**config.mk**
```make
export PLATFORM = sky130hd
export DESIGN_NAME = modbus_response_receiver
export DESIGN_NICKNAME = d
export VERILOG_FILES = /design/src/sv/mrr_pkg.sv /design/src/sv/mrr_frame.sv /design/src/sv/mrr_out_fifo.sv /design/src/sv/modbus_response_receiver.sv
export SDC_FILE = /design/constraint.sdc
export NUM_CORES = 1
export LEC_CHECK = 0
export ABC_AREA = 1
export BUFFER_PORTS_ARGS = -buffer_cell sky130_fd_sc_hd__buf_2
export CAP_MARGIN = 20
export CORE_ASPECT_RATIO = 1.4
export CORE_MARGIN = 4
export CORE_UTILIZATION = 40
export DETAILED_ROUTE_END_ITERATION = 8
export PLACE_DENSITY = 0.53
export SETUP_SLACK_MARGIN = 0.02
export SYNTH_ARGS = -nofsm -noshare
export SYNTH_HDL_FRONTEND = slang
export SYNTH_SLANG_ARGS = --single-unit
```
**constraint.sdc**
```tcl
create_clock -name aclk -period 5.35 [get_ports aclk]
set_input_delay 0.8025 -clock aclk [delete_from_list [all_inputs] [get_ports aclk]]
set_output_delay 0.8025 -clock aclk [all_outputs]
set_load 0.05 [all_outputs]
```
**src/sv/mrr_pkg.sv**
```systemverilog
// shared types, constants and the crc-16 byte update for the modbus response receiver
// no dependencies; imported by every module of the block
`default_nettype none

package mrr_pkg;

    localparam int BUFFER_BYTES = 64;
    localparam int POS_W        = $clog2(BUFFER_BYTES + 1);
    localparam int HEADER_BYTES = 3;
    localparam int MIN_FRAME    = 5;
    localparam int IDX_W        = 6;
    localparam int CNT_W        = 7;
    localparam int FIFO_DEPTH   = 4;
    localparam int FIFO_PTR_W   = $clog2(FIFO_DEPTH);
    localparam int FIFO_CNT_W   = $clog2(FIFO_DEPTH + 1);

    localparam logic [15:0] CRC_INIT = 16'hFFFF;
    localparam logic [15:0] CRC_POLY = 16'hA001;

    localparam logic OP_BYTE    = 1'b0;
    localparam logic OP_TIMEOUT = 1'b1;

    localparam logic KIND_DATA   = 1'b0;
    localparam logic KIND_STATUS = 1'b1;

    localparam logic [1:0] STATUS_OK      = 2'd0;
    localparam logic [1:0] STATUS_CRC_ERR = 2'd1;
    localparam logic [1:0] STATUS_SHORT   = 2'd2;

    typedef struct packed {
        logic       opcode;
        logic [7:0] rx_byte;
    } in_item_t;

    typedef struct packed {
        logic             result_kind;
        logic [7:0]       data_value;
        logic [IDX_W-1:0] data_index;
        logic [7:0]       function_code;
        logic [CNT_W-1:0] byte_count;
        logic [1:0]       frame_status;
        logic [CNT_W-1:0] frame_length;
        logic             last_result;
    } out_item_t;

    // results made by one request, data result first
    typedef struct packed {
        logic [1:0] num;
        out_item_t  first;
        out_item_t  second;
    } push_t;

    function automatic logic [15:0] crc_feed(input logic [15:0] crc, input logic [7:0] b);
        logic [15:0] c;
        c = crc ^ {8'h00, b};
        for (int k = 0; k < 8; k++) begin
            if (c[0]) begin
                c = (c >> 1) ^ CRC_POLY;
            end else begin
                c = c >> 1;
            end
        end
        return c;
    endfunction

endpackage

`default_nettype wire

```
**src/sv/mrr_frame.sv**
```systemverilog
// frame tracker: address hunt, header capture, crc and result generation per request
// depends on mrr_pkg
`default_nettype none

module mrr_frame (
    input  wire                      aclk,
    input  wire                      aresetn,
    input  wire                      cfg_wr_en,
    input  wire  [7:0]               cfg_wr_data,
    input  wire                      advance,
    input  wire  mrr_pkg::in_item_t  item,
    output mrr_pkg::push_t           push
);
    import mrr_pkg::*;

    logic [7:0]       addr_reg;
    logic [POS_W-1:0] pos_reg, pos_next;
    logic [7:0]       func_reg, func_next;
    logic [POS_W-1:0] cnt_reg, cnt_next;
    logic [15:0]      crc_reg, crc_next;
    logic [15:0]      tail_reg, tail_next;

    logic [POS_W-1:0] pos_inc;
    logic [POS_W-1:0] idx_full;
    logic [POS_W:0]   data_end;
    logic             data_hit;
    logic             done;
    logic [7:0]       b;
    out_item_t        status_item;
    out_item_t        data_item;

    function automatic out_item_t make_status(
        input logic [POS_W-1:0] len,
        input logic [15:0]      crc,
        input logic [15:0]      tail,
        input logic [7:0]       func,
        input logic [POS_W-1:0] cnt
    );
        out_item_t r;
        r = '0;
        r.result_kind   = KIND_STATUS;
        r.function_code = func;
        r.byte_count    = CNT_W'(cnt);
        r.frame_length  = CNT_W'(len);
        r.last_result   = 1'b1;
        if (len < POS_W'(MIN_FRAME)) begin
            r.frame_status = STATUS_SHORT;
        end else if (tail == {crc[7:0], crc[15:8]}) begin
            r.frame_status = STATUS_OK;
        end else begin
            r.frame_status = STATUS_CRC_ERR;
        end
        return r;
    endfunction

    assign b        = item.rx_byte;
    assign pos_inc  = pos_reg + POS_W'(1);
    assign idx_full = pos_reg - POS_W'(HEADER_BYTES);

    always_comb begin
        pos_next    = pos_reg;
        func_next   = func_reg;
        cnt_next    = cnt_reg;
        crc_next    = crc_reg;
        tail_next   = tail_reg;
        push        = '0;
        data_end    = {1'b0, cnt_reg} + (POS_W+1)'(HEADER_BYTES);
        data_hit    = 1'b0;
        done        = 1'b0;
        status_item = '0;
        data_item   = '0;
        if (advance) begin
            if (item.opcode == OP_TIMEOUT) begin
                push.num   = 2'd1;
                push.first = make_status(pos_reg, crc_reg, tail_reg, func_reg, cnt_reg);
                pos_next   = '0;
                func_next  = '0;
                cnt_next   = '0;
                crc_next   = CRC_INIT;
                tail_next  = '0;
            end else if (pos_reg == '0 && b != addr_reg) begin
                // hunting: drop the byte
            end else if (pos_reg == POS_W'(2) && {1'b0, b} > 9'(BUFFER_BYTES)) begin
                // announced count does not fit, hunt again
                pos_next  = '0;
                func_next = '0;
                cnt_next  = '0;
                crc_next  = CRC_INIT;
                tail_next = '0;
            end else begin
                if (pos_reg >= POS_W'(2)) begin
                    crc_next = crc_feed(crc_reg, tail_reg[15:8]);
                end
                tail_next = {tail_reg[7:0], b};
                if (pos_reg == POS_W'(1)) begin
                    func_next = b;
                end else if (pos_reg == POS_W'(2)) begin
                    cnt_next = POS_W'(b);
                end else if (pos_reg >= POS_W'(HEADER_BYTES)) begin
                    if ({1'b0, pos_reg} < data_end) begin
                        data_hit = 1'b1;
                    end else if ({1'b0, pos_reg} > data_end) begin
                        done = 1'b1;
                    end
                end
                pos_next = pos_inc;

                data_item.result_kind   = KIND_DATA;
                data_item.data_value    = b;
                data_item.data_index    = IDX_W'(idx_full);
                data_item.function_code = func_next;
                data_item.byte_count    = CNT_W'(cnt_next);
                status_item = make_status(pos_inc, crc_next, tail_next, func_next, cnt_next);

                if (done || {1'b0, pos_inc} >= (POS_W+1)'(BUFFER_BYTES)) begin
                    pos_next  = '0;
                    func_next = '0;
                    cnt_next  = '0;
                    crc_next  = CRC_INIT;
                    tail_next = '0;
                    if (data_hit) begin
                        push.num    = 2'd2;
                        push.first  = data_item;
                        push.second = status_item;
                    end else begin
                        push.num   = 2'd1;
                        push.first = status_item;
                    end
                end else if (data_hit) begin
                    push.num   = 2'd1;
                    push.first = data_item;
                    push.first.last_result = 1'b1;
                end
            end
        end
    end

    always_ff @(posedge aclk) begin
        if (!aresetn) begin
            addr_reg <= 8'd1;
            pos_reg  <= '0;
            func_reg <= '0;
            cnt_reg  <= '0;
            crc_reg  <= CRC_INIT;
            tail_reg <= '0;
        end else begin
            if (cfg_wr_en) begin
                addr_reg <= cfg_wr_data;
            end
            pos_reg  <= pos_next;
            func_reg <= func_next;
            cnt_reg  <= cnt_next;
            crc_reg  <= crc_next;
            tail_reg <= tail_next;
        end
    end

endmodule

`default_nettype wire

```
**src/sv/mrr_out_fifo.sv**
```systemverilog
// result queue: takes one or two results a cycle, hands out one per request
// depends on mrr_pkg
`default_nettype none

module mrr_out_fifo (
    input  wire                      aclk,
    input  wire                      aresetn,
    input  wire  mrr_pkg::push_t     push,
    output logic                     room,
    output logic                     m_valid,
    input  wire                      m_ready,
    output mrr_pkg::out_item_t       m_data
);
    import mrr_pkg::*;

    out_item_t             entry_reg [FIFO_DEPTH];
    logic [FIFO_PTR_W-1:0] wr_ptr_reg, wr_ptr_next;
    logic [FIFO_PTR_W-1:0] rd_ptr_reg, rd_ptr_next;
    logic [FIFO_CNT_W-1:0] count_reg, count_next;
    logic [FIFO_PTR_W-1:0] wr_ptr_plus1;
    logic                  pop;

    // at most two results per request, so keep two slots free before taking one
    assign room         = count_reg <= FIFO_CNT_W'(FIFO_DEPTH - 2);
    assign m_valid      = count_reg != '0;
    assign m_data       = entry_reg[rd_ptr_reg];
    assign pop          = m_valid && m_ready;
    assign wr_ptr_plus1 = wr_ptr_reg + FIFO_PTR_W'(1);

    always_comb begin
        wr_ptr_next = wr_ptr_reg + FIFO_PTR_W'(push.num);
        rd_ptr_next = rd_ptr_reg + FIFO_PTR_W'(pop);
        count_next  = count_reg + FIFO_CNT_W'(push.num) - FIFO_CNT_W'(pop);
    end

    always_ff @(posedge aclk) begin
        if (push.num != 2'd0) begin
            entry_reg[wr_ptr_reg] <= push.first;
        end
        if (push.num == 2'd2) begin
            entry_reg[wr_ptr_plus1] <= push.second;
        end
    end

    always_ff @(posedge aclk) begin
        if (!aresetn) begin
            wr_ptr_reg <= '0;
            rd_ptr_reg <= '0;
            count_reg  <= '0;
        end else begin
            wr_ptr_reg <= wr_ptr_next;
            rd_ptr_reg <= rd_ptr_next;
            count_reg  <= count_next;
        end
    end

endmodule

`default_nettype wire

```
**src/sv/modbus_response_receiver.sv**
```systemverilog
// Modbus RTU response receiver. Takes one received byte or timeout event per
// cycle and returns the frame's data bytes and one end-of-frame status with the
// CRC-16 check. An accepted request is held in an input register; once the queue
// has room it runs through the frame tracker into a four-entry result queue, and
// the result is registered there before m_valid shows it. Requests are taken
// every cycle while the queue holds two results or fewer; a byte that yields both
// a data result and a status hands them out one after the other, and m_ready low
// backs up into s_ready through the queue.
// depends on mrr_pkg, mrr_frame, mrr_out_fifo
`default_nettype none

module modbus_response_receiver (
    input  wire                      aclk,
    input  wire                      aresetn,
    input  wire                      cfg_wr_en,
    input  wire  [7:0]               cfg_wr_data,
    input  wire                      s_valid,
    output logic                     s_ready,
    input  wire  mrr_pkg::in_item_t  s_data,
    output logic                     m_valid,
    input  wire                      m_ready,
    output mrr_pkg::out_item_t       m_data
);
    import mrr_pkg::*;

    logic     in_valid_reg;
    in_item_t in_item_reg;
    logic     room;
    logic     advance;
    push_t    push;

    assign advance = in_valid_reg && room;
    assign s_ready = !in_valid_reg || advance;

    always_ff @(posedge aclk) begin
        if (!aresetn) begin
            in_valid_reg <= 1'b0;
        end else if (s_ready) begin
            in_valid_reg <= s_valid;
        end
    end

    always_ff @(posedge aclk) begin
        if (s_ready && s_valid) begin
            in_item_reg <= s_data;
        end
    end

    mrr_frame u_frame (
        .aclk        (aclk),
        .aresetn     (aresetn),
        .cfg_wr_en   (cfg_wr_en),
        .cfg_wr_data (cfg_wr_data),
        .advance     (advance),
        .item        (in_item_reg),
        .push        (push)
    );

    mrr_out_fifo u_out_fifo (
        .aclk    (aclk),
        .aresetn (aresetn),
        .push    (push),
        .room    (room),
        .m_valid (m_valid),
        .m_ready (m_ready),
        .m_data  (m_data)
    );

endmodule

`default_nettype wire
```
==> qor.csv <==
stage,metric,value,unit
floorplanning,ios,64,
clock_tree,cts_tree,yes,
timing,drv_slew,0,
drt,vias_per_cell,5.30,
synthesis,synth_fp_nets,1741,
floorplanning,start_util,40.8,%
synthesis,synth_top_area_share,25.5,%
clock_tree,cts_inserted_buffers,26,
power,peakVddDrop,307,µV
floorplanning,core_area,32600,µm²
timing,fin_setup_tns,0,ns
timing,setup_viol,0,
worst_setup_path,cp_common_cell,nand2_1,
grt,grtUsageTotal,21.5,%
worst_setup_path,required,5.56,ns
timing,worst_slew_pin_slew,0.956,ns
floorplanning,fp.dieH,224,µm
drt,avgRoutedWirePerCell,18.3,µm
clock_tree,clkTransAtPathRegs,0.07,ns
synthesis,syn_avg_cell_area,7.83,µm²
timing,clock.fmax,227,MHz
worst_setup_path,crit_fanout,36,
grt,grt_antenna_before_repair,0,
grt,grt_max_degree,82,
synthesis,synth_area,13300,µm²
finish,fillers,3366,
finish,largest_reg_flops,160,
timing,rsz0062_at_grt,false,
floorplanning,die_x,162,µm
synthesis,synth.mux.area_fraction,0,%
drt,drt-initial-drc-count,976,
min_path,min_path_cells,1,
power,powerDensity,364,nW/µm²
synthesis,synth_edf_count,113,
synthesis,synth_compound_area_share,13.7,%
floorplanning,rows,78,
clock_tree,postCtsSetupBuffers,0,
worst_setup_path,reg2regPathDepth,22,
finish,design_area,14600,µm²
clock_tree,clock_sinks,239,
synthesis,synthAdderAreaFrac,2.03,%
job,maxCapViolCount,0,
clock_tree,clk_latency,0.55,ns
finish,final_layout_size_suffix_gt1_share,11.7,%
synthesis,synthTopCellsByArea,"edfxtp_1, dfxtp_1, nand2_1, nand3_1, o21ai_0",
finish,syn_to_final_growth,10.2,%
synthesis,yosys.area_share.simple,30.0,%
placed_design,port_buffers,63,
clock_tree,htree_levels,1,
worst_setup_path,crit_type,reg2reg,
synthesis,synth_common_cells,"nand2_1, nand3_1, nor2_1",
timing,fin_crit_sh,82.3,%
clock_tree,cts_hold_buf,0,
worst_setup_path,rrSetupSlack,0.95,ns
synthesis,syn_inst,1698,
synthesis,async_flop_share,0,%
status,status,finished clean,
synthesis,ys_warn_count,0,
timing,skew,0.0280,ns
drt,vias,11500,
worst_setup_path,slowest_delay,0.36,ns
min_path,hold_end,in_item_reg[2]$_DFFE_PP_,
timing,period_minus_slack,4.40,ns
finish,antennaDiodeCount,0,
floorplanning,die-area,36200,µm²
power,p_leak,6.10,nW
min_path,hold_start,s_data[2],
drt,wl,39800,µm
clock_tree,post_cts_resized,0,
clock_tree,cts_root_buffer,clkbuf_16,
synthesis,synthXorXnorAreaFrac,1.84,%
drt,postRouteAntennaNets,0,
synthesis,yosys_register_bits,239,
min_path,hold_path_class,in2reg,
synthesis,synth_ff_type,dfxtp_1,
drt,drc,0,
worst_setup_path,setup.worst_path.end_class,register,
synthesis,synth.most_common_cell,nand2_1,
synthesis,synth_top_family_by_area,simple AND/OR/NAND/NOR gates,
worst_setup_path,timing.rr.end,u_out_fifo.entry_reg[2][20]$_DFFE_PP_,
synthesis,yosysSeqAreaShare,44.5,%
synthesis,synth.distinct_cells,54,
grt,grt_pass1_vias,11000,
finish,nets,1757,
grt,grt_pass1_wl,62400,µm
finish,regArea,5920,µm²
drt,drt_pre_antenna_iters,5,
timing,slew_headroom,36.2,%
finish,multi_input_area,6340,µm²
worst_setup_path,crit_chain,inv_1 -> ha_1 -> nor2_1 -> nand2_1 -> nor3_1 -> xor2_1 -> ha_1 -> inv_1 -> nor3_1 -> nand2_1 -> nand3_1 -> nand2_1 -> nand2_2 -> ha_1 -> o21ai_2 -> nand2_4 -> nand2_8 -> inv_12 -> nor2_8 -> inv_6 -> nand2_1 -> buf_4,
placed_design,gp_congestion,0.920,
synthesis,yosysTopAreaCell,edfxtp_1,
worst_setup_path,crit_arrival,4.61,ns
placed_design,dpl.hpwl,27800,µm
grt,grt_overflow,0,
worst_setup_path,cp-start-kind,register,
clock_tree,clk_path_buf_depth,3,
placed_design,dpl-instance-area,13700,µm²
worst_setup_path,slowest_stage,buf_4,
timing,hold_viol_final,0,
worst_setup_path,r2r_start,u_frame.cnt_reg[0]$_SDFFE_PN0P_,
placed cells by master, fill, tap and decap left out, drive strengths merged, types with 3 or more instances in the layout:
master / instances
xor2: 16
o22ai: 69
or2: 3
clkinvlp: 4
ha: 20
nor2: 174
edfxtp: 113
nand4: 9
dfxtp: 126
o21ai: 192
buf: 78
a21oi: 61
xnor2: 11
nor3: 7
clkinv: 11
inv: 118
nand2: 476
nand3: 194
clkbuf: 37
nand3b: 4
kinds of logic after synthesis:
| kind of cell | after synthesis |
|---|---|
| adders and majority gates | 21 |
| AOI/OAI and AO/OA | 330 |
| xor gates and xnor gates | 27 |
| and+or+nand+nor | 868 |
| buffers and inverters | 213 |
| DFF | 239 |
area by class of cell:
cell class,count,share of cell area [%]
repair buffers,78,3.01
multi-input cells,1246,43.3
inverters,123,3.44
well taps,440,3.76
flip-flops and latches,239,40.4
clock buffers,37,5.47
clock inverters,11,0.666
critical path: cells and delay by family (launching register included):
kind	cells	cell delay (ns)
buffers and inverters	5	0.74
AOI/OAI and AO/OA	1	0.18
and+or+nand+nor	12	1.87
adders and majority gates	3	0.80
xor gates and xnor gates	1	0.10
DFF	1	0.33
where the power goes:
part	internal, W	switching [W]	leakage, nW
registers	0.00195	0.0000439	1.98
clock network	0.00109	0.000765	0.431
logic	0.000325	0.00116	3.68
per-stage QoR:
stage / worst slack (ns) / power [W] / cells / hold slack [ns] / util, %
final: 0.949 / 0.00534 / 2174 / 0.424 / 44.9
after global routing: 0.599 / 0.00556 / 2174 / 0.410 / 44.9
after CTS: 0.949 / 0.00539 / 2174 / 0.406 / 44.9
after detailed placement: 0.967 / 0.00353 / 2126 / 0.454 / 42.2
after global placement: 1.05 / 0.00353 / 2126 / 0.455 / 42.2
after floorplan: 1.43 / 0.00314 / 1698 / 0.439 / -
worst max-delay path by stage:
stage | start | endpoint | slack [ns] | depth (start not counted)
detailed placement | u_frame.cnt_reg[0]$_SDFFE_PN0P_ | u_out_fifo.entry_reg[2][13]$_DFFE_PP_ | 0.97 | 22
CTS | u_frame.cnt_reg[0]$_SDFFE_PN0P_ | u_out_fifo.entry_reg[2][22]$_DFFE_PP_ | 0.95 | 22
finish | u_frame.cnt_reg[0]$_SDFFE_PN0P_ | u_out_fifo.entry_reg[2][20]$_DFFE_PP_ | 0.95 | 22
global route | u_frame.cnt_reg[0]$_SDFFE_PN0P_ | u_out_fifo.entry_reg[2][10]$_DFFE_PP_ | 0.60 | 22
floorplan | u_frame.cnt_reg[0]$_SDFFE_PN0P_ | u_out_fifo.entry_reg[0][0]$_DFFE_PP_ | 1.43 | 22
global placement | u_frame.cnt_reg[0]$_SDFFE_PN0P_ | u_out_fifo.entry_reg[2][11]$_DFFE_PP_ | 1.05 | 22
routing by layer:
layer  up-vias  share of wire [%]  wire (µm)  GRT usage [%]
met4         0                3.0       1210           7.56
met5         -                  0          0              0
met3        66                5.9       2340           2.94
li1       5735                  -          -              -
met2       374                 48      19000           36.2
met1      5354                 43      17200           28.2
Note: power is estimated with default switching activity, not from simulation.
